`src/hdl/hslt_pkg.sv`:
```
// Shared types, codes and helper functions for the heard source LRU table.
package hslt_pkg;

  localparam int TABLE_DEPTH_DEF = 64;

  localparam logic [2:0] ST_FILTERED = 3'd0;
  localparam logic [2:0] ST_BADCALL  = 3'd1;
  localparam logic [2:0] ST_HIT      = 3'd2;
  localparam logic [2:0] ST_NEW      = 3'd3;
  localparam logic [2:0] ST_REPLACED = 3'd4;

  localparam logic [1:0] CL_FILT = 2'd0;
  localparam logic [1:0] CL_BAD  = 2'd1;
  localparam logic [1:0] CL_OK   = 2'd2;

  localparam logic [1:0] REG_LOG_EN  = 2'd0;
  localparam logic [1:0] REG_MAX_ENT = 2'd1;

  localparam logic [55:0] CALL_MASK = 56'hFFFFFFFFFFFF1E;
  localparam logic [31:0] COUNT_MAX = 32'hFFFFFFFF;

  typedef struct packed {
    logic [1:0]  cls;
    logic [3:0]  iface;
    logic [15:0] group;
    logic [55:0] call;
    logic [31:0] now;
  } hslt_item_t;

  typedef struct packed {
    logic [55:0] call;
    logic [3:0]  iface;
    logic [15:0] group;
    logic [31:0] count;
    logic [31:0] tm;
  } hslt_entry_t;

  typedef struct packed {
    logic       lim_we;
    logic [6:0] lim_val;
  } hslt_cfg_t;

  function automatic logic char_ok(input logic [6:0] c);
    char_ok = (c >= 7'd65 && c <= 7'd90) || (c >= 7'd48 && c <= 7'd57) || (c == 7'd32);
  endfunction

  function automatic logic call_valid(input logic [55:0] call);
    logic ok;
    ok = 1'b1;
    for (int i = 0; i < 6; i++) begin
      ok = ok & char_ok(call[55 - 8*i -: 7]);
    end
    call_valid = ok;
  endfunction

endpackage

```
`src/hdl/hslt_front.sv`:
```
// Front end: accepts heard frames, filters and validates them, and queues them.
module hslt_front
  import hslt_pkg::*;
(
  input  logic        clk,
  input  logic        rst_n,
  input  logic        log_en,
  input  logic        in_valid,
  output logic        in_stall,
  input  logic [3:0]  in_iface_id,
  input  logic        in_iface_log_enable,
  input  logic [15:0] in_heard_group,
  input  logic [55:0] in_callsign,
  input  logic [31:0] in_now_time,
  input  logic        q_pop,
  output logic        q_valid,
  output hslt_item_t  q_item
);

  hslt_item_t q_mem_r [2];
  logic       wp_r, wp_nxt;
  logic       rp_r, rp_nxt;
  logic [1:0] cnt_r, cnt_nxt;
  logic       push;
  hslt_item_t item;

  always_comb begin
    item.iface = in_iface_id;
    item.group = in_heard_group;
    item.call  = in_callsign;
    item.now   = in_now_time;
    if (!(log_en && in_iface_log_enable)) begin
      item.cls = CL_FILT;
    end else if (!call_valid(in_callsign)) begin
      item.cls = CL_BAD;
    end else begin
      item.cls = CL_OK;
    end
  end

  assign in_stall = cnt_r[1];
  assign push     = in_valid && !cnt_r[1];
  assign q_valid  = (cnt_r != 2'd0);
  assign q_item   = q_mem_r[rp_r];

  always_comb begin
    wp_nxt  = push ? ~wp_r : wp_r;
    rp_nxt  = q_pop ? ~rp_r : rp_r;
    cnt_nxt = cnt_r + {1'b0, push} - {1'b0, q_pop};
  end

  always_ff @(posedge clk) begin
    if (!rst_n) begin
      wp_r  <= 1'b0;
      rp_r  <= 1'b0;
      cnt_r <= 2'd0;
    end else begin
      wp_r  <= wp_nxt;
      rp_r  <= rp_nxt;
      cnt_r <= cnt_nxt;
    end
    if (push) begin
      q_mem_r[wp_r] <= item;
    end
  end

endmodule

```
`config.mk`:
```
export PLATFORM = sky130hd
export DESIGN_NAME = hslt_front
export DESIGN_NICKNAME = d
export VERILOG_FILES = /design/src/hdl/hslt_pkg.sv /design/src/hdl/hslt_front.sv
export SDC_FILE = /design/constraint.sdc
export NUM_CORES = 1
export LEC_CHECK = 0
export ABC_CLOCK_PERIOD_IN_PS = 7200
export BUFFER_PORTS_ARGS = -buffer_cell sky130_fd_sc_hd__buf_2
export CAP_MARGIN = 25
export CORE_MARGIN = 3
export CORE_UTILIZATION = 49
export DETAILED_ROUTE_END_ITERATION = 16
export PLACE_DENSITY_LB_ADDON = 0.08
export RECOVER_POWER = 50
export SYNTH_ARGS = -nofsm -noshare
export SYNTH_HDL_FRONTEND = slang
export SYNTH_SLANG_ARGS = --single-unit
```
`constraint.sdc`:
```
create_clock -name clk -period 7.2 [get_ports clk]
set_clock_uncertainty 0.1 [all_clocks]
set_input_delay 0 -clock clk [delete_from_list [all_inputs] [get_ports clk]]
set_output_delay 0 -clock clk [all_outputs]
set_load 0.005 [all_outputs]
```
# Yosys cells after proc, flatten, opt, wreduce, memory -nomap -nowiden
# Memories as Yosys holds them, arrays and structs flattened. A register that Yosys moved wholly into a read port is not among the register bits.
# Cells that the tools add are included.
[totals]
ff_bits = 4
out_inout_bits = 112
ram_bits = 220
mem_count = 1
elab_cells = 77
input_bits = 114
[classes]
reduce_logical = 28
eq_ne = 6
mux = 6
n_bitwise = 7
magnitude_cmp = 24
add_sub_neg = 2
[mem_list]
columns = ["memory", "depth", "width", "rd", "rd_clocked_by_memory_dff", "wr", "line", "rtl"]
rows = [
  ["q_mem_r", 2, 110, 1, 1, 1, "hslt_front.sv:20", "hslt_item_t q_mem_r [2];"],
]
[ops]
columns = ["cell", "count"]
rows = [
  ["$eq A7 B6 Y1 const B", 6],
  ["$ge A7 B6 Y1 const B", 6],
  ["$ge A7 B7 Y1 const B", 6],
  ["$le A7 B6 Y1 const B", 6],
  ["$le A7 B7 Y1 const B", 6],
  ["$logic_and A1 B1 Y1", 14],
  ["$logic_or A1 B1 Y1", 12],
  ["$and A1 B1 Y1", 5],
  ["$mux W1", 4],
  ["$mux W2", 2],
  ["$add A2 B1 Y2", 1],
  ["$not A1 Y1", 2],
  ["$reduce_bool A2 Y1", 1],
  ["$sub A2 B1 Y2", 1],
  ["$logic_not A1 Y1", 1],
]

# Depth between registers and ports, before layout
[depth]
ltp_word = 11
mapped_depth = 7
ltp_nobuf = 7

# Worst setup path after synthesis
# Ideal clock, no wire load.
[synth_timing]
kind = "register to register"
start = "reg cnt_r[1]"
end = "mem q_mem_r[0][0] in the netlist's numbering, enable pin"
path_stages_with_launch = 3
t_arrival_ns = 5.128
n_path_buf = 0
period_less_slack_ns = 5.809
setup_time_ns = 0.581
required_ns = 6.519
setup_slack_ns = 1.391
path_cell_list = "dfxtp_1 -> nand2b_1 -> nor2_1"
[synth_between]
elab_chain_cells = 4
[synth_lines]
columns = ["element", "line", "rtl"]
rows = [
  ["from (decl)", "hslt_front.sv:23", "logic [1:0] cnt_r, cnt_nxt;"],
  ["from (signal assigned)", "hslt_front.sv:60", "cnt_r <= cnt_nxt;"],
  ["$logic_not A1 Y1", "hslt_front.sv:42", "assign push = in_valid && !cnt_r[1];"],
  ["$logic_and A1 B1 Y1", "hslt_front.sv:42", ""],
  ["$mux W1", "hslt_front.sv:62", "if (push) begin"],
  ["$mux W1 (not written as such)", "hslt_front.sv:63", "q_mem_r[wp_r] <= item;"],
  ["to (decl)", "hslt_front.sv:20", ""],
]
# Every way passes these cells.

# Worst setup path in the final report
[layout_timing]
start = "reg cnt_r[1]"
end = "mem q_mem_r[0][65] in the netlist's numbering, enable pin"
# Same word-level chain as after synthesis.

==> metrics.yaml <==
rsz0062_at_grt: "no"
cts.clk_slew.worst_paths_ns: 0.06
worst_hold_slack_ns: 0.128
synth-simple-area-share_pct: 1.88
synth_area_leaders: "edfxtp_1 78%, mux2_2 15%, dfxtp_1 1.2%"
drive_above_1_share_pct: 35.7
ios: 226
path_cells: "nand2b_1, nor2_4, clkbuf_1, buf_4"
cts_root_buffer: "clkbuf_16"
hold_viol: 0
final.period_utilization_pct: 59.1
endpoint_kind: "register"
cts_tree: "yes"
clock_latency_ns: 0.49
max_stage_delay_ns: 2.04
area_growth_pct: 36.2
relSlewSlack_pct: -98.1
power.leakage_nw: 4.19
grt_pass1_wl_um: 26800
wl_per_cell_um: 17.6
drv_slew: 145
finalSetupTns_ns: 0
synth_nets: 542
clock_sinks: 225
hold_class: "primary input to register"
postSynthAreaPerCell_um2: 20.0
power.density_nw_per_um2: 289
netlist.area_leader.share_pct: 77.7
yosysSeqAreaShare_pct: 78.8
dr.pass1.iters: 4
max_cap_violations: 3
crit_arrival_ns: 4.28
ir_drop_uv: 212
ctsLongestPathBuffers: 3
yosys_warnings: 0
syn_inst: 426
start_util_pct: 50.8
drc: 0
dieArea_um2: 19000
grt_max_degree: 74
startpoint_type: "register"
path_max_fanout: 59
dp_hpwl_um: 11100
drtIter0Drc: 250
design.core.area_um2: 16800
port_buffers: 225
numCtsBuffers: 23
crit_slowest_cell: "clkbuf_1"
synth_compound_area_share_pct: 2.90
grt-ovfl-total: 0
synth_top_family_by_area: "multiplexers"
synth_fa_ha_area_share_pct: 0.294
max_freq_mhz: 235
vias: 5026
yosys.area.top_type: "edfxtp_1"
drt-vias-per-instance: 4.94
setup_viol: 0
num_rows: 47
diodes: 0
grt.total_usage_pct: 18.3
cts_resized: 0
cp.required_ns: 7.22
die_h_um: 138
synth-xor-area-share_pct: 0.309
yosys_register_bits: 225
gp_congestion: 0.759
status: "complete, but fails checks"
violations: "max-capacitance violations, max-slew violations"
final_nets: 898
synth_cell_types: 35
min_period_ns: 4.26
ant_nets: 0
critPathKind: "register to register"
die_w_um: 138
grt_pass1_vias: 5314
tightest_slew_ns: 2.97
muxShareOfSynthArea_pct: 14.6
synthesis.area_um2: 8510
power_mw: 3.35
antenna_found_initial: 0
h-tree-depth: 1
drt-total-wl_um: 17900
## critical path, delay by kind of cell, from the launching register on
family / cells / cell delay, ns
AND/OR/NAND/NOR: 2 / 0.39
buffers and inverters: 2 / 2.95
flip-flops: 1 / 0.34
## per-layer routing
metal / track usage (%) / up-vias / routed length [µm]
li1: - / 2403 / -
met1: 21.9 / 2431 / 7070
met2: 32.5 / 164 / 9130
met3: 5.19 / 28 / 1390
met4: 4.72 / 0 / 323
met5: 0 / - / 0
## per-stage QoR
stage               util (%)  std cells  instance area, µm²  setup WS [ns]
global route            69.1       1018               11600           2.59
finish                  69.1       1018               11600           2.94
global placement        59.1        864                9910           4.63
detailed placement      59.1        864                9910           4.58
CTS                     69.9       1018               11700           4.37
floorplan                  -        426                8510           1.39
## worst paths after layout
path / slack, ns / endpoint / depth (start not counted) / start
worst min-delay path: 0.13 / q_mem_r[1][88] / 2 / in_heard_group[0]
worst min register to register: 0.49 / rp_r / 2 / rp_r
worst max register to register: 2.94 / q_mem_r[0][65] / 4 / cnt_r[1]
worst max-delay path: 2.94 / q_mem_r[0][65] / 4 / cnt_r[1]
## sequential cells by signal (all words and copies together) (netlist names), named ones only
signal	flops
q_mem_r	220
cnt_r	2
wp_r	1
rp_r	1
## cells in the final DEF, fill, tap and decap left out, types with 3 or more instances in the layout
cell type,n
o211ai_1,5
inv_1,12
mux2_2,110
nor2_1,5
and2_0,4
clkbuf_8,3
dlygate4sd3_1,113
clkinv_1,4
clkinv_2,6
a211o_1,5
o22ai_1,3
buf_2,134
edfxtp_1,220
dfxtp_1,5
nand2b_1,4
clkbuf_1,96
buf_4,3
clkbuf_16,23
o21ai_0,4
a21oi_1,4
nor3_1,6
## cell families (layout without fill, tap and decap cells)
logic type / count (synthesis) / in the layout
XOR/XNOR: 3 / 3
adder cells (fa/ha/maj): 2 / 2
flip-flops: 225 / 225
AO/OA/AOI/OAI: 33 / 33
AND/OR/NAND/NOR: 29 / 29
buffers and inverters: 24 / 396
multiplexers: 110 / 110
## power by group
part | switching [mW] | leakage, nW | total [mW] | internal, mW
combinational | 0.286 | 1.76 | 0.557 | 0.270
clock | 0.451 | 0.341 | 1.07 | 0.615
sequential | 0.0509 | 2.09 | 1.73 | 1.68
## cell usage after synthesis, drive strengths merged
master	number
edfxtp	220
mux2	110
inv	12
buf	10
nor2	7
nor3	6
a211o	5
and2	5
dfxtp	5
o211ai	5
a21oi	4
nand2b	4
o21ai	4
o22ai	3
a2bb2oi	2
clkbuf	2
ha	2
o221ai	2
xnor2	2
a21o	1
a221oi	1
a22o	1
a22oi	1
a31oi	1
a32oi	1
and4	1
and4b	1
nand2	1
nand3	1
nor4	1
o21a	1
o21ba	1
or2	1
or2b	1
xor2	1
## what timing repair did
action                                  4_1_cts  5_1_grt
setup buffers                                 0        0
endpoints found under the setup margin        0        0
hold buffers                                113        0
hold endpoints to repair                    225        0
## layout make-up
| class | count | area (µm²) |
|---|---|---|
| Inverter | 12 | 45.0 |
| Clock inverter | 10 | 45.0 |
| Tap cell | 220 | 275 |
| Multi-Input combinational cell | 177 | 1710 |
| Timing Repair Buffer | 343 | 2180 |
| Sequential cell | 225 | 6710 |
| Clock buffer | 31 | 636 |
| Fill cell | 1174 | 5170 |
Power figures use the tool's default switching activity.
